`src/rtl/core/tvq_pkg.sv`:
```
// tvq_pkg: shared constants, codes and item structs of the transmit virtqueue
// descriptor manager. Depends on nothing; every other file imports it.

package tvq_pkg;

   // default configuration of the descriptor ring
   localparam int RING_DEPTH_DEF   = 16;
   localparam int BUFFER_BYTES_DEF = 2048;

   // length prefix placed in front of every frame
   localparam int PREFIX_BYTES = 2;

   // field widths of the channel words
   localparam int FRAME_LEN_W  = 16;
   localparam int ID_W         = 4;
   localparam int STATUS_W     = 2;
   localparam int DESC_LEN_W   = 12;
   localparam int COUNT_W      = 16;
   localparam int FREE_COUNT_W = 5;

   // request action codes
   typedef enum logic {
      ACTION_SUBMIT   = 1'b0,
      ACTION_COMPLETE = 1'b1
   } action_type;

   // response status codes
   typedef enum logic [STATUS_W-1:0] {
      STATUS_SUBMITTED = 2'd0,
      STATUS_TOO_LARGE = 2'd1,
      STATUS_NO_FREE   = 2'd2,
      STATUS_COMPLETED = 2'd3
   } status_type;

   // request word as held in the input register
   typedef struct packed {
      action_type             action;
      logic [FRAME_LEN_W-1:0] frame_bytes;
      logic [ID_W-1:0]        completed_id;
   } req_item_type;

   // response word as held in the result register
   typedef struct packed {
      status_type              status;
      logic [ID_W-1:0]         desc_index;
      logic [DESC_LEN_W-1:0]   desc_len;
      logic [ID_W-1:0]         avail_slot;
      logic [COUNT_W-1:0]      avail_count;
      logic [FREE_COUNT_W-1:0] free_count;
      logic [COUNT_W-1:0]      used_count;
   } rsp_item_type;

   // free list commands from the engine
   typedef struct packed {
      logic pop;
      logic push;
   } fl_cmd_type;

   // free list status to the engine
   typedef struct packed {
      logic empty;
   } fl_stat_type;

endpackage

```
`src/rtl/core/tvq_if.sv`:
```
// tvq_if: valid/ready channel interfaces for request and response words.
// Depends on tvq_pkg for field widths.

interface tvq_req_if;
   import tvq_pkg::*;

   logic                   valid;
   logic                   ready;
   logic                   action;
   logic [FRAME_LEN_W-1:0] frame_bytes;
   logic [ID_W-1:0]        completed_id;

   modport source(output valid, action, frame_bytes, completed_id, input ready);
   modport sink(input valid, action, frame_bytes, completed_id, output ready);
endinterface

interface tvq_rsp_if;
   import tvq_pkg::*;

   logic                    valid;
   logic                    ready;
   logic [STATUS_W-1:0]     status;
   logic [ID_W-1:0]         desc_index;
   logic [DESC_LEN_W-1:0]   desc_len;
   logic [ID_W-1:0]         avail_slot;
   logic [COUNT_W-1:0]      avail_count;
   logic [FREE_COUNT_W-1:0] free_count;
   logic [COUNT_W-1:0]      used_count;

   modport source(output valid, status, desc_index, desc_len, avail_slot, avail_count,
                  free_count, used_count, input ready);
   modport sink(input valid, status, desc_index, desc_len, avail_slot, avail_count,
                free_count, used_count, output ready);
endinterface

```
`src/rtl/core/tvq_in_reg.sv`:
```
// tvq_in_reg: input register of the request channel.
// Depends on tvq_pkg and tvq_req_if.

module tvq_in_reg (
   input  logic                 clock,
   input  logic                 reset,
   tvq_req_if.sink              req_ch,
   input  logic                 advance,
   output logic                 in_valid,
   output tvq_pkg::req_item_type in_item
);
   import tvq_pkg::*;

   logic         valid_ff, valid_in;
   req_item_type item_ff, item_in;
   logic         req_fire;

   // take a new word when empty or when the held word moves on
   assign req_ch.ready = !valid_ff || advance;
   assign req_fire     = req_ch.valid && req_ch.ready;

   always_comb begin
      valid_in = valid_ff;
      item_in  = item_ff;
      if (req_fire) begin
         valid_in             = 1'b1;
         item_in.action       = action_type'(req_ch.action);
         item_in.frame_bytes  = req_ch.frame_bytes;
         item_in.completed_id = req_ch.completed_id;
      end else if (advance) begin
         valid_in = 1'b0;
      end
   end

   always_ff @(posedge clock) begin
      if (reset) begin
         valid_ff <= 1'b0;
      end else begin
         valid_ff <= valid_in;
      end
      item_ff <= item_in;
   end

   assign in_valid = valid_ff;
   assign in_item  = item_ff;
endmodule

```
`src/rtl/core/tvq_free_list.sv`:
```
// tvq_free_list: linked free list of transmit descriptors with head and count.
// Depends on tvq_pkg for the command and status structs.

module tvq_free_list #(
   parameter int RING_DEPTH = tvq_pkg::RING_DEPTH_DEF,
   parameter int IDX_W      = $clog2(RING_DEPTH),
   parameter int LINK_W     = $clog2(RING_DEPTH + 1)
) (
   input  logic                 clock,
   input  logic                 reset,
   input  tvq_pkg::fl_cmd_type  cmd,
   input  logic [IDX_W-1:0]     push_id,
   output tvq_pkg::fl_stat_type stat,
   output logic [LINK_W-1:0]    head,
   output logic [LINK_W-1:0]    total_next
);
   import tvq_pkg::*;

   localparam logic [LINK_W-1:0] LINK_END = LINK_W'(RING_DEPTH);

   logic [LINK_W-1:0] link_ff [RING_DEPTH];
   logic [LINK_W-1:0] head_ff, head_in;
   logic [LINK_W-1:0] total_ff, total_in;
   logic [IDX_W-1:0]  head_idx;

   assign head_idx = head_ff[IDX_W-1:0];

   // empty when the count is zero or the head is the end marker
   assign stat.empty = (total_ff == '0) || (head_ff >= LINK_END);

   // next head and count
   always_comb begin
      head_in  = head_ff;
      total_in = total_ff;
      if (cmd.pop) begin
         head_in  = link_ff[head_idx];
         total_in = total_ff - 1'b1;
      end else if (cmd.push) begin
         head_in = LINK_W'(push_id);
         if (total_ff < LINK_END) begin
            total_in = total_ff + 1'b1;
         end
      end
   end

   always_ff @(posedge clock) begin
      if (reset) begin
         for (int i = 0; i < RING_DEPTH; i++) begin
            link_ff[i] <= LINK_W'(i + 1);
         end
         head_ff  <= '0;
         total_ff <= LINK_END;
      end else begin
         if (cmd.push && !cmd.pop) begin
            link_ff[push_id] <= head_ff;
         end
         head_ff  <= head_in;
         total_ff <= total_in;
      end
   end

   assign head       = head_ff;
   assign total_next = total_in;

   // checks
   a_total_bound: assert property (@(posedge clock) disable iff (reset)
      total_ff <= LINK_END)
      else $error("free count above ring depth");
   a_pop_not_empty: assert property (@(posedge clock) disable iff (reset)
      cmd.pop |-> !stat.empty)
      else $error("pop from empty free list");
   a_pop_push_excl: assert property (@(posedge clock) disable iff (reset)
      !(cmd.pop && cmd.push))
      else $error("pop and push in the same cycle");
   a_pop_count: assert property (@(posedge clock) disable iff (reset)
      cmd.pop |=> total_ff == $past(total_ff) - 1'b1)
      else $error("pop did not lower the free count");
endmodule

```
`src/rtl/core/tvq_engine.sv`:
```
// tvq_engine: decides each request, drives the free list and keeps the ring counters.
// Depends on tvq_pkg; works with tvq_free_list.

module tvq_engine #(
   parameter int RING_DEPTH   = tvq_pkg::RING_DEPTH_DEF,
   parameter int BUFFER_BYTES = tvq_pkg::BUFFER_BYTES_DEF,
   parameter int IDX_W        = $clog2(RING_DEPTH),
   parameter int LINK_W       = $clog2(RING_DEPTH + 1)
) (
   input  logic                  clock,
   input  logic                  reset,
   input  logic                  advance,
   input  tvq_pkg::req_item_type in_item,
   input  tvq_pkg::fl_stat_type  fl_stat,
   input  logic [LINK_W-1:0]     fl_head,
   input  logic [LINK_W-1:0]     fl_total_next,
   output tvq_pkg::fl_cmd_type   fl_cmd,
   output logic [IDX_W-1:0]      fl_push_id,
   output tvq_pkg::rsp_item_type rsp_item
);
   import tvq_pkg::*;

   localparam logic [FRAME_LEN_W:0]   MAX_FRAME   = (FRAME_LEN_W + 1)'(BUFFER_BYTES - PREFIX_BYTES);
   localparam logic [FRAME_LEN_W-1:0] PREFIX_LEN  = FRAME_LEN_W'(PREFIX_BYTES);
   localparam logic [IDX_W-1:0]       SLOT_LAST   = IDX_W'(RING_DEPTH - 1);
   localparam logic [ID_W:0]          ID_LIMIT    = (ID_W + 1)'(RING_DEPTH > 16 ? 16 : RING_DEPTH);

   logic [COUNT_W-1:0]     avail_ff, avail_in;
   logic [COUNT_W-1:0]     used_ff, used_in;
   logic [IDX_W-1:0]       slot_ff, slot_in;
   logic                   is_submit, too_large, do_pop, id_ok;
   logic [FRAME_LEN_W-1:0] len_sum;

   // request decode
   assign is_submit = (in_item.action == ACTION_SUBMIT);
   assign too_large = {1'b0, in_item.frame_bytes} > MAX_FRAME;
   assign do_pop    = is_submit && !too_large && !fl_stat.empty;
   assign id_ok     = {1'b0, in_item.completed_id} < ID_LIMIT;
   assign len_sum   = in_item.frame_bytes + PREFIX_LEN;

   // free list commands, only when the word moves on
   assign fl_cmd.pop  = advance && do_pop;
   assign fl_cmd.push = advance && !is_submit && id_ok;
   assign fl_push_id  = IDX_W'(in_item.completed_id);

   // ring counters; slot tracks avail index modulo the ring depth
   always_comb begin
      avail_in = avail_ff;
      slot_in  = slot_ff;
      used_in  = used_ff;
      if (do_pop) begin
         avail_in = avail_ff + 1'b1;
         if (avail_ff == '1 || slot_ff == SLOT_LAST) begin
            slot_in = '0;
         end else begin
            slot_in = slot_ff + 1'b1;
         end
      end
      if (!is_submit) begin
         used_in = used_ff + 1'b1;
      end
   end

   always_ff @(posedge clock) begin
      if (reset) begin
         avail_ff <= '0;
         slot_ff  <= '0;
         used_ff  <= '0;
      end else if (advance) begin
         avail_ff <= avail_in;
         slot_ff  <= slot_in;
         used_ff  <= used_in;
      end
   end

   // response word
   always_comb begin
      rsp_item.desc_index  = '0;
      rsp_item.desc_len    = '0;
      rsp_item.avail_slot  = '0;
      rsp_item.avail_count = avail_in;
      rsp_item.free_count  = FREE_COUNT_W'(fl_total_next);
      rsp_item.used_count  = used_in;
      if (!is_submit) begin
         rsp_item.status     = STATUS_COMPLETED;
         rsp_item.desc_index = in_item.completed_id;
      end else if (too_large) begin
         rsp_item.status = STATUS_TOO_LARGE;
      end else if (fl_stat.empty) begin
         rsp_item.status = STATUS_NO_FREE;
      end else begin
         rsp_item.status     = STATUS_SUBMITTED;
         rsp_item.desc_index = ID_W'(fl_head);
         rsp_item.desc_len   = len_sum[DESC_LEN_W-1:0];
         rsp_item.avail_slot = ID_W'(slot_ff);
      end
   end
endmodule

```
`src/rtl/core/tvq_out_reg.sv`:
```
// tvq_out_reg: result register of the response channel.
// Depends on tvq_pkg and tvq_rsp_if.

module tvq_out_reg (
   input  logic                  clock,
   input  logic                  reset,
   input  logic                  load,
   input  tvq_pkg::rsp_item_type rsp_item,
   output logic                  room,
   tvq_rsp_if.source             rsp_ch
);
   import tvq_pkg::*;

   logic         valid_ff, valid_in;
   rsp_item_type item_ff, item_in;

   // a new word may enter when empty or when the held one is taken
   assign room = !valid_ff || rsp_ch.ready;

   always_comb begin
      valid_in = valid_ff;
      item_in  = item_ff;
      if (load) begin
         valid_in = 1'b1;
         item_in  = rsp_item;
      end else if (rsp_ch.ready) begin
         valid_in = 1'b0;
      end
   end

   always_ff @(posedge clock) begin
      if (reset) begin
         valid_ff <= 1'b0;
      end else begin
         valid_ff <= valid_in;
      end
      item_ff <= item_in;
   end

   assign rsp_ch.valid       = valid_ff;
   assign rsp_ch.status      = item_ff.status;
   assign rsp_ch.desc_index  = item_ff.desc_index;
   assign rsp_ch.desc_len    = item_ff.desc_len;
   assign rsp_ch.avail_slot  = item_ff.avail_slot;
   assign rsp_ch.avail_count = item_ff.avail_count;
   assign rsp_ch.free_count  = item_ff.free_count;
   assign rsp_ch.used_count  = item_ff.used_count;
endmodule

```
`src/rtl/core/tx_virtqueue_descriptor_manager.sv`:
```
// tx_virtqueue_descriptor_manager: driver-side transmit virtqueue descriptor manager.
// Depends on tvq_pkg, tvq_if, tvq_in_reg, tvq_free_list, tvq_engine and tvq_out_reg.
//
// Usage:
//   req_ch carries one word per submit (action 0, frame_len) or completion
//   (action 1, completed_id). rsp_ch returns exactly one word per request:
//   status, descriptor index, descriptor length, available ring slot and the
//   available, free and used counts after that request.
//   A request word is registered on acceptance and decided against the free
//   list and counters once the result register has room; its response is then
//   registered in the result register and offered. One word per cycle is
//   accepted and answered in steady state while rsp_ch is ready; the free list
//   pop/push and counter updates are registered together with the response word.
//   Reset rebuilds the free list (descriptor i links to i+1), makes all
//   descriptors free and clears the available and used counts.
//   When rsp_ch stalls, the result register holds its word and the input
//   register holds one more; req_ch.ready drops once both are full.

module tx_virtqueue_descriptor_manager #(
   parameter int RING_DEPTH   = tvq_pkg::RING_DEPTH_DEF,
   parameter int BUFFER_BYTES = tvq_pkg::BUFFER_BYTES_DEF
) (
   input  logic      clock,
   input  logic      reset,
   tvq_req_if.sink   req_ch,
   tvq_rsp_if.source rsp_ch
);
   import tvq_pkg::*;

   localparam int IDX_W  = $clog2(RING_DEPTH);
   localparam int LINK_W = $clog2(RING_DEPTH + 1);

   logic              in_valid, out_room, advance;
   req_item_type      in_item;
   rsp_item_type      rsp_item;
   fl_cmd_type        fl_cmd;
   fl_stat_type       fl_stat;
   logic [IDX_W-1:0]  fl_push_id;
   logic [LINK_W-1:0] fl_head, fl_total_next;

   // held word moves into the result register when there is room
   assign advance = in_valid && out_room;

   tvq_in_reg u_in_reg (
      .clock    (clock),
      .reset    (reset),
      .req_ch   (req_ch),
      .advance  (advance),
      .in_valid (in_valid),
      .in_item  (in_item)
   );

   tvq_free_list #(
      .RING_DEPTH (RING_DEPTH),
      .IDX_W      (IDX_W),
      .LINK_W     (LINK_W)
   ) u_free_list (
      .clock      (clock),
      .reset      (reset),
      .cmd        (fl_cmd),
      .push_id    (fl_push_id),
      .stat       (fl_stat),
      .head       (fl_head),
      .total_next (fl_total_next)
   );

   tvq_engine #(
      .RING_DEPTH   (RING_DEPTH),
      .BUFFER_BYTES (BUFFER_BYTES),
      .IDX_W        (IDX_W),
      .LINK_W       (LINK_W)
   ) u_engine (
      .clock         (clock),
      .reset         (reset),
      .advance       (advance),
      .in_item       (in_item),
      .fl_stat       (fl_stat),
      .fl_head       (fl_head),
      .fl_total_next (fl_total_next),
      .fl_cmd        (fl_cmd),
      .fl_push_id    (fl_push_id),
      .rsp_item      (rsp_item)
   );

   tvq_out_reg u_out_reg (
      .clock    (clock),
      .reset    (reset),
      .load     (advance),
      .rsp_item (rsp_item),
      .room     (out_room),
      .rsp_ch   (rsp_ch)
   );
endmodule
```
`src/flat_wrapper.sv`:
```
// flat-port wrapper written by rule: the top's interface ports become plain ports
module tx_virtqueue_descriptor_manager_flat import tvq_pkg::*;
#(
   parameter int RING_DEPTH   = tvq_pkg::RING_DEPTH_DEF,
   parameter int BUFFER_BYTES = tvq_pkg::BUFFER_BYTES_DEF
)
  (clock, reset, req_ch_valid, req_ch_action, req_ch_frame_bytes, req_ch_completed_id, req_ch_ready, rsp_ch_valid, rsp_ch_status, rsp_ch_desc_index, rsp_ch_desc_len, rsp_ch_avail_slot, rsp_ch_avail_count, rsp_ch_free_count, rsp_ch_used_count, rsp_ch_ready);
  tvq_req_if req_ch_i ();
  tvq_rsp_if rsp_ch_i ();
  input  logic clock;
  input  logic reset;
  input wire logic [$bits(req_ch_i.valid)-1:0] req_ch_valid;
  input wire logic [$bits(req_ch_i.action)-1:0] req_ch_action;
  input wire logic [$bits(req_ch_i.frame_bytes)-1:0] req_ch_frame_bytes;
  input wire logic [$bits(req_ch_i.completed_id)-1:0] req_ch_completed_id;
  output wire logic [$bits(req_ch_i.ready)-1:0] req_ch_ready;
  output wire logic [$bits(rsp_ch_i.valid)-1:0] rsp_ch_valid;
  output wire logic [$bits(rsp_ch_i.status)-1:0] rsp_ch_status;
  output wire logic [$bits(rsp_ch_i.desc_index)-1:0] rsp_ch_desc_index;
  output wire logic [$bits(rsp_ch_i.desc_len)-1:0] rsp_ch_desc_len;
  output wire logic [$bits(rsp_ch_i.avail_slot)-1:0] rsp_ch_avail_slot;
  output wire logic [$bits(rsp_ch_i.avail_count)-1:0] rsp_ch_avail_count;
  output wire logic [$bits(rsp_ch_i.free_count)-1:0] rsp_ch_free_count;
  output wire logic [$bits(rsp_ch_i.used_count)-1:0] rsp_ch_used_count;
  input wire logic [$bits(rsp_ch_i.ready)-1:0] rsp_ch_ready;
  assign req_ch_i.valid = req_ch_valid;
  assign req_ch_i.action = req_ch_action;
  assign req_ch_i.frame_bytes = req_ch_frame_bytes;
  assign req_ch_i.completed_id = req_ch_completed_id;
  assign req_ch_ready = req_ch_i.ready;
  assign rsp_ch_valid = rsp_ch_i.valid;
  assign rsp_ch_status = rsp_ch_i.status;
  assign rsp_ch_desc_index = rsp_ch_i.desc_index;
  assign rsp_ch_desc_len = rsp_ch_i.desc_len;
  assign rsp_ch_avail_slot = rsp_ch_i.avail_slot;
  assign rsp_ch_avail_count = rsp_ch_i.avail_count;
  assign rsp_ch_free_count = rsp_ch_i.free_count;
  assign rsp_ch_used_count = rsp_ch_i.used_count;
  assign rsp_ch_i.ready = rsp_ch_ready;
  tx_virtqueue_descriptor_manager #(.RING_DEPTH(RING_DEPTH), .BUFFER_BYTES(BUFFER_BYTES)) u_core (.clock(clock), .reset(reset), .req_ch(req_ch_i), .rsp_ch(rsp_ch_i));
endmodule
```
`config.mk`:
```
export PLATFORM = sky130hd
export DESIGN_NAME = tx_virtqueue_descriptor_manager_flat
export DESIGN_NICKNAME = d
export VERILOG_FILES = /design/src/rtl/core/tvq_pkg.sv /design/src/rtl/core/tvq_if.sv /design/src/rtl/core/tvq_in_reg.sv /design/src/rtl/core/tvq_free_list.sv /design/src/rtl/core/tvq_engine.sv /design/src/rtl/core/tvq_out_reg.sv /design/src/rtl/core/tx_virtqueue_descriptor_manager.sv /design/src/flat_wrapper.sv
export SDC_FILE = /design/constraint.sdc
export NUM_CORES = 1
export LEC_CHECK = 0
export BUFFER_PORTS_ARGS = -buffer_cell sky130_fd_sc_hd__buf_2
export CAP_MARGIN = 20
export CORE_ASPECT_RATIO = 0.6
export CORE_MARGIN = 3
export CORE_UTILIZATION = 50
export CTS_CLUSTER_DIAMETER = 30
export DETAILED_ROUTE_END_ITERATION = 8
export PLACE_DENSITY = 0.69
export SKIP_LAST_GASP = 1
export SLEW_MARGIN = 10
export SYNTH_ARGS = -nofsm -noshare
export SYNTH_HDL_FRONTEND = slang
export SYNTH_HIERARCHICAL = 1
export SYNTH_SLANG_ARGS = --single-unit
```
`constraint.sdc`:
```
create_clock -name clock -period 4.85 [get_ports clock]
set_clock_uncertainty 0.05 [all_clocks]
set_input_delay 0.7275 -clock clock [delete_from_list [all_inputs] [get_ports clock]]
set_output_delay 0.7275 -clock clock [all_outputs]
set_load 0.02 [all_outputs]
```
==> results of run 1 <==
routing by layer:
metal	wire (um)	GRT usage	part of all wire	vias up
li1	-	-	-	3039
met1	10600	0.328	0.48	3242
met3	1900	0.0437	0.086	37
met4	428	0.0511	0.019	0
met2	9280	0.298	0.42	254
met5	0	0	0	-
stage by stage:
step,util,cells
final,0.603,1116
after global routing,0.603,1116
after CTS,0.603,1116
after detailed placement,0.551,1060
after global placement,0.551,1060
after floorplan,-,782
worst register-to-register path: stages, from the launching register on:
cell and delay (ps):
dfxtp_1 350, inv_1 100, ha_1 210, nor4b_1 390, or2_2 300, nand4b_1 140
buf_4 220, nor2_1 100, or2_1 330, or3_1 650, nor3_1 370, or2_2 240
state kept, by name, summed over array words and instances, names as in the netlist, 12 cells and up, named ones only:
name                                 flops
u_core/u_in_reg/in_item                 21
u_core/u_out_reg/rsp_ch.used_count      16
u_core/u_engine/avail_ff                16
u_core/u_free_list/link_ff              80
u_core/u_out_reg/rsp_ch.avail_count     16
u_core/u_out_reg/rsp_ch.desc_len        12
u_core/u_engine/used_ff                 16
area by class of cell:
| class | count | area, um^2 |
|---|---|---|
| flip-flops and latches | 212 | 5850 |
| well taps | 240 | 300 |
| inverters | 18 | 67.6 |
| fillers | 1452 | 7350 |
| clock inverters | 19 | 133 |
| clock buffers | 37 | 830 |
| repair buffers | 93 | 485 |
| multi-input cells | 497 | 3530 |
synthesized netlist by cell type, types with 19 or more instances:
cell | count | area, um^2
and2_1 | 29 | 181
clkbuf_1 | 32 | 120
dfxtp_1 | 52 | 1040
edfxtp_1 | 160 | 4800
nand2_1 | 35 | 131
nand3_1 | 22 | 110
nand4_1 | 19 | 119
nor2_1 | 60 | 225
nor3_1 | 36 | 180
or2_2 | 20 | 125
or3_1 | 26 | 163
xnor2_1 | 23 | 201
xor2_1 | 27 | 236
power breakdown:
| group | switching [mW] | internal, mW |
|---|---|---|
| logic | 0.141 | 0.0748 |
| clock network | 0.801 | 1.23 |
| registers | 0.0516 | 2.01 |
| total | 0.993 | 3.31 |
cell families (layout without fill, tap and decap cells):
logic type / count (synthesis) / after routing / share of synthesized area
xor+xnor: 50 / 50 / 0.0452
mux: 45 / 45 / 0.0709
buf+inv: 73 / 167 / 0.0338
simple gates: 332 / 332 / 0.195
fa+ha+maj: 6 / 6 / 0.00774
flops: 212 / 212 / 0.603
compound gates: 64 / 64 / 0.0441
worst paths after layout:
| check | to | from | slack, ps | cells past startpoint |
|---|---|---|---|---|
| max | u_core/u_free_list/link_ff[1][1]$_SDFFCE_PN1P_ | u_core/u_free_list/total_ff[1]$_SDFF_PP0_ | 1120 | 11 |
| min | u_core/u_in_reg/in_item[17]$_DFFE_PP_ | req_ch_frame_bytes[13] | 310 | 1 |
| min reg2reg | u_core/u_engine/used_ff[15]$_SDFFE_PP0P_ | u_core/u_engine/used_ff[15]$_SDFFE_PP0P_ | 460 | 2 |
| max reg2reg | u_core/u_free_list/link_ff[1][1]$_SDFFCE_PN1P_ | u_core/u_free_list/total_ff[1]$_SDFF_PP0_ | 1120 | 11 |
==> impl_metrics.toml, run 1 <==
[detailed_routing]
first_iter_violations = 794
first_pass_iters = 7
drc = 0
drt_wl_total_mm = 22.2
vias_per_cell = 5.89
num_vias = 6572
wl_per_cell_um = 19.9
ant_nets = 0

[timing]
drv_slew = 0
fin_crit_sh = 0.769
worst_slack_ps = 1120
final.setup.tns_ps = 0
rsz0062_at_grt = "false"
tightestPinTransition_ps = 984
max_freq_ghz = 0.268
hold_ws_ps = 310
report.final.hold_viol_count = 0
min_period_ps = 3730
finalSetupViolCount = 0
max-slew-margin-rel = 0.343

[placed_design]
portBuffers = 85
place_worst_setup_slack_ps = 1270
dp_hpwl_mm = 14.9
routabilityCongestion = 0.862
placed_area_mm2 = 0.0102

[finish]
mostFrequentLayoutCell = "edfxtp_1"
syn_to_final_growth_pct = 15.4
nets = 883
drive_gt1_frac = 0.237
antenna_cells = 0
layout_common_cells = "edfxtp_1, buf_2, nor2_1, dfxtp_1, nor3_1"
fin_area_mm2 = 0.0112

[clock_tree]
cts_buffers = 30
cts_resized = 0
hold_buffers = 0
postCtsSetupBuffers = 0
cts_max_path_buffers = 3
htreeDepth = 1
cts_tree = "built"
clk_latency_ps = 540
path_clk_slew_ps = 60
cts.sinks = 212
cts_root_buf = "clkbuf_16"

[logic_synthesis]
synthesis.area_mm2 = 0.00969
syn_area_per_cell_um2 = 12.4
synth_flop_cell = "edfxtp_1"
syn-num-nets = 813
netlist_instances = 782
synth_edf_count = 160
synth_cell_types = 61
ys_seq_elements = 212
synth-async-reset-ratio = 0
ys_warn_count = 6
synth_seq_area_share = 0.603

[run_status]
outcome = "completed"

[floorplanning]
core_area_mm2 = 0.0185
ioPinCount = 86
start_util = 0.523
num_rows = 38
die_w_um = 186
die_h_um = 114
die_area_mm2 = 0.0211

[setup_path]
cp_max_fo = 17
crit_top_cell = "or2_2"
end_kind = "flip-flop"
path_class = "flip-flop to flip-flop"
worstPathCellList = "inv_1 -> ha_1 -> nor4b_1 -> or2_2 -> nand4b_1 -> buf_4 -> nor2_1 -> or2_1 -> or3_1 -> nor3_1 -> or2_2"
critical_path_buf_inv_count = 2
required_ps = 5040
cpPeakStageDelay_ps = 650
worstPathArrival_ps = 3920
cp_slowest_cell = "or3_1"
critPathLaunchType = "flip-flop"
crit_family = "simple AND/OR/NAND/NOR gates"

[run]
maxCapViolations = 0

[global_route]
grt_pass1_vias = 6157
grt_overflow_total = 0
grt_max_degree = 77
gr-usage-all-layers = 0.209
grt_pass1_wl_mm = 34.5
antenna_found_initial = 0

[min_path]
hold_path.class = "input pin to flip-flop"

[power_and_ir_drop]
power_density_mw_per_mm2 = 385
ir_drop_v = 0.000244
total_power_mw = 4.31
p_leak_nw = 3.84
(Power assumes the default switching activity.)
==> run 2: changes to the inputs <==
clock period = 3.9 ns   (was 4.85 ns; I/O delays follow)
==> impl_metrics.toml, run 2 (synthesized netlist as in run 1, its figures left out) <==
[timing]
fin_crit_sh = 0.909
max-slew-margin-rel = 0.376
min_period_ps = 3550
rsz0062_at_grt = "false"
max_freq_ghz = 0.282
hold_ws_ps = 217
tightestPinTransition_ps = 934
drv_slew = 0
report.final.hold_viol_count = 0
final.setup.tns_ps = 0
finalSetupViolCount = 0
worst_slack_ps = 353

[detailed_routing]
first_iter_violations = 756
vias_per_cell = 5.92
wl_per_cell_um = 20.3
num_vias = 6659
ant_nets = 0
first_pass_iters = 5
drt_wl_total_mm = 22.8
drc = 0

[min_path]
hold_path.class = "input pin to flip-flop"
hold_path_startpoint = "req_ch_frame_bytes[2]"

[finish]
multi_input_area_mm2 = 0.00353
largest_register_ffs = 80
top_register = "u_core/u_free_list/link_ff"
seq_area_mm2 = 0.00585
layout_common_cells = "edfxtp_1, buf_2, nor2_1, dfxtp_1, nor3_1"
fillers = 1424
drive_gt1_frac = 0.248
mostFrequentLayoutCell = "edfxtp_1"
stdcell_count = 1124
antenna_cells = 0
syn_to_final_growth_pct = 17.8
nets = 891

[setup_path]
cp_max_fo = 15
worstPathArrival_ps = 3680
end_kind = "flip-flop"
required_ps = 4030
crit_top_cell = "or2_2"
startpoint = "u_core/u_free_list/total_ff[0]$_SDFF_PP0_"
critPathLaunchType = "flip-flop"
crit_family = "simple AND/OR/NAND/NOR gates"
worstPathCellList = "inv_1 -> ha_1 -> nor4b_1 -> or2_2 -> nand4b_1 -> nor2_1 -> or2_1 -> or3_1 -> nor3_1 -> or2_2"
r2r_start = "u_core/u_free_list/total_ff[0]$_SDFF_PP0_"
critical_path_buf_inv_count = 1
cpPeakStageDelay_ps = 600
cp_slowest_cell = "or3_1"
path_class = "flip-flop to flip-flop"

[clock_tree]
hold_buffers = 0
cts_buffers = 35
postCtsSetupBuffers = 0
cts_root_buf = "clkbuf_16"
cts.sinks = 212
clk_latency_ps = 490
path_clk_slew_ps = 50
htreeDepth = 2
cts_max_path_buffers = 3
cts_tree = "built"
cts_resized = 0

[placed_design]
place_worst_setup_slack_ps = 454
routabilityCongestion = 0.958
dp_hpwl_mm = 15.7
portBuffers = 85
placed_cells = 1063

[global_route]
grt_pass1_vias = 6378
antenna_found_initial = 0
grt_max_degree = 66
gr-usage-all-layers = 0.220
grt_pass1_wl_mm = 35.7
grt_overflow_total = 0

[floorplanning]
num_rows = 38
ioPinCount = 86
die_area_mm2 = 0.0211
core_area_mm2 = 0.0185
die_w_um = 186
start_util = 0.523
die_h_um = 114

[run_status]
outcome = "completed"

[power_and_ir_drop]
total_power_mw = 5.91
p_leak_nw = 3.94
power_density_mw_per_mm2 = 518
ir_drop_v = 0.000371

[run]
maxCapViolations = 0
## run 2: changes by cell type in the layout (fill, tap and decap cells not counted), moves of 3 or more
cell and change:
buf_4 +3, bufinv_16 +5, clkbuf_16 +3, clkinv_4 -7
clkinvlp_4 +5, inv_6 +5
## run 2: worst paths after layout
check | to | slack, ps | cells past startpoint
max reg2reg | u_core/u_free_list/link_ff[1][3]$_SDFFCE_PN0P_ | 350 | 10
min | u_core/u_in_reg/in_item[6]$_DFFE_PP_ | 220 | 1
min reg2reg | u_core/u_out_reg/rsp_ch.valid$_SDFFE_PP0P_ | 450 | 2
max | u_core/u_free_list/link_ff[1][3]$_SDFFCE_PN0P_ | 350 | 10
## run 2: area by class of cell
| cell class | count | share of cell area |
|---|---|---|
| timing repair buffer | 96 | 0.0445 |
| tap | 240 | 0.0263 |
| clock buffer | 37 | 0.0774 |
| clock inverter | 24 | 0.0252 |
| multi-input combinational | 497 | 0.309 |
| inverter | 18 | 0.00592 |
| sequential | 212 | 0.512 |
## run 2: through the flow
| stage | instance area [um^2] | utilization |
|---|---|---|
| after CTS | 11400 | 0.616 |
| after global placement | 10200 | 0.553 |
| final | 11400 | 0.616 |
| after floorplan | 9690 | - |
| after detailed placement | 10200 | 0.553 |
| after global routing | 11400 | 0.616 |
## run 2: layer usage
metal,up-vias,global-route usage,routed length [um]
met2,361,0.299,9190
met3,43,0.0854,2870
met4,0,0.0471,326
met5,-,0,0
met1,3209,0.333,10400
li1,3046,-,-
## run 2: report_power, final
group	internal [mW]	switching (mW)	total [mW]	leakage, nW
logic	0.0935	0.179	0.273	1.49
registers	2.51	0.0645	2.57	1.89
clock network	1.99	1.08	3.07	0.559
==> run 3: changes to the inputs <==
PLACE_DENSITY = 0.78   (was 0.69)
==> impl_metrics.toml, run 3 (synthesized netlist as in run 1, its figures left out) <==
[setup_path]
r2r_start = "u_core/u_free_list/total_ff[0]$_SDFF_PP0_"
cpPeakStageDelay_ps = 550
cp_slowest_cell = "or3_1"
worstPathArrival_ps = 3530
crit_top_cell = "or2_2"
crit_path_end = "u_core/u_free_list/link_ff[3][4]$_SDFFCE_PN0P_"
path_class = "flip-flop to flip-flop"
crit_family = "simple AND/OR/NAND/NOR gates"
reg2reg_setup_slack_ps = 560
worstPathCellList = "inv_1 -> ha_1 -> nor4b_1 -> buf_4 -> or2_2 -> nand4b_1 -> nor2_1 -> or2_1 -> or3_1 -> nor3_1 -> or2_2"
r2r-end = "u_core/u_free_list/link_ff[3][4]$_SDFFCE_PN0P_"
cp_num_cells = 11
required_ps = 4090
end_kind = "flip-flop"
ff2ff_path_depth = 11
critPathLaunchType = "flip-flop"
cp_max_fo = 11
critical_path_buf_inv_count = 2
startpoint = "u_core/u_free_list/total_ff[0]$_SDFF_PP0_"

[detailed_routing]
ant_nets = 0
drc = 0
wl_per_cell_um = 20.0
drt_wl_total_mm = 22.4
vias_per_cell = 5.94
first_iter_violations = 832
num_vias = 6686
first_pass_iters = 5

[clock_tree]
cts_root_buf = "clkbuf_16"
cts_resized = 0
cts_tree = "built"
cts_buffers = 31
path_clk_slew_ps = 60
cts.sinks = 212
cts_max_path_buffers = 3
postCtsSetupBuffers = 0
htreeDepth = 1
hold_buffers = 0
clk_latency_ps = 550

[finish]
layout_common_cells = "edfxtp_1, buf_2, nor2_1, dfxtp_1, nor3_1"
syn_to_final_growth_pct = 16.8
nets = 891
antenna_cells = 0
largest_register_ffs = 80
mostFrequentLayoutCell = "edfxtp_1"
drive_gt1_frac = 0.249
multi_input_area_mm2 = 0.00353
seq_area_mm2 = 0.00585
fillers = 1427
top_register = "u_core/u_free_list/link_ff"

[timing]
fin_crit_sh = 0.856
max-slew-margin-rel = 0.378
report.final.hold_viol_count = 0
tightestPinTransition_ps = 932
final.setup.tns_ps = 0
finalSetupViolCount = 0
drv_slew = 0
max_freq_ghz = 0.299
min_period_ps = 3340
rsz0062_at_grt = "false"

[run_status]
outcome = "completed"

[global_route]
grt_pass1_vias = 6250
grt_pass1_wl_mm = 35.5
grt_overflow_total = 0
gr-usage-all-layers = 0.216
grt_max_degree = 68
antenna_found_initial = 0

[placed_design]
portBuffers = 85
routabilityCongestion = 0.862
dp_hpwl_mm = 15.3

[power_and_ir_drop]
ir_drop_v = 0.000387
p_leak_nw = 3.90
power_density_mw_per_mm2 = 493
total_power_mw = 5.58

[floorplanning]
die_w_um = 186
core_area_mm2 = 0.0185
ioPinCount = 86
num_rows = 38
die_h_um = 114
die_area_mm2 = 0.0211
start_util = 0.523

[min_path]
hold_path.class = "input pin to flip-flop"

[run]
maxCapViolations = 0
## run 3: report_power, final
part           switching [mW]  total (mW)  internal [mW]
Combinational           0.181       0.276         0.0955
Clock                    1.04        2.73           1.70
Sequential             0.0637        2.57           2.50
Total                    1.28        5.58           4.30
## run 3: worst min path at each step
| stage | from | endpoint | depth (start not counted) |
|---|---|---|---|
| 2_1_floorplan | u_core/u_engine/used_ff[15]$_SDFFE_PP0P_ | u_core/u_engine/used_ff[15]$_SDFFE_PP0P_ | 2 |
| 3_3_place_gp | u_core/u_engine/used_ff[15]$_SDFFE_PP0P_ | u_core/u_engine/used_ff[15]$_SDFFE_PP0P_ | 2 |
| 3_5_place_dp | u_core/u_engine/used_ff[15]$_SDFFE_PP0P_ | u_core/u_engine/used_ff[15]$_SDFFE_PP0P_ | 2 |
| 4_1_cts | req_ch_frame_bytes[2] | u_core/u_in_reg/in_item[6]$_DFFE_PP_ | 1 |
| 5_1_grt | req_ch_frame_bytes[6] | u_core/u_in_reg/in_item[10]$_DFFE_PP_ | 1 |
| 6_report | req_ch_frame_bytes[8] | u_core/u_in_reg/in_item[12]$_DFFE_PP_ | 1 |
## run 3: cell type report
| class | count | area share |
|---|---|---|
| tap | 240 | 0.0265 |
| timing repair buffer | 100 | 0.0475 |
| sequential | 212 | 0.516 |
| clock buffer | 34 | 0.0704 |
| inverter | 18 | 0.00597 |
| multi-input combinational | 497 | 0.311 |
| clock inverter | 24 | 0.0220 |
## run 3: routing by layer
metal | up-vias | share of wire | global-route usage
li1 | 3069 | - | -
met1 | 3199 | 0.45 | 0.336
met5 | - | 0 | 0
met3 | 27 | 0.13 | 0.0749
met4 | 0 | 0.015 | 0.0412
met2 | 391 | 0.40 | 0.292
## run 3: metrics by stage
step           instance area (um^2)  std cells  utilization  worst slack (ps)  hold WS (ps)
6_report                      11300       1125        0.611               561           171
3_3_place_gp                  10300       1067        0.554               751           425
3_5_place_dp                  10300       1067        0.554               611           435
2_1_floorplan                  9690        782            -               365           414
5_1_grt                       11300       1125        0.611               309           155
4_1_cts                       11300       1125        0.611               579           155
## run 3: worst register-to-register path, delay by kind of cell, from the launching register on
| kind | cells | cell delay [ps] |
|---|---|---|
| and+or+nand+nor | 8 | 2200 |
| DFF | 1 | 350 |
| buffers and inverters | 2 | 240 |
| adders and majority gates | 1 | 190 |
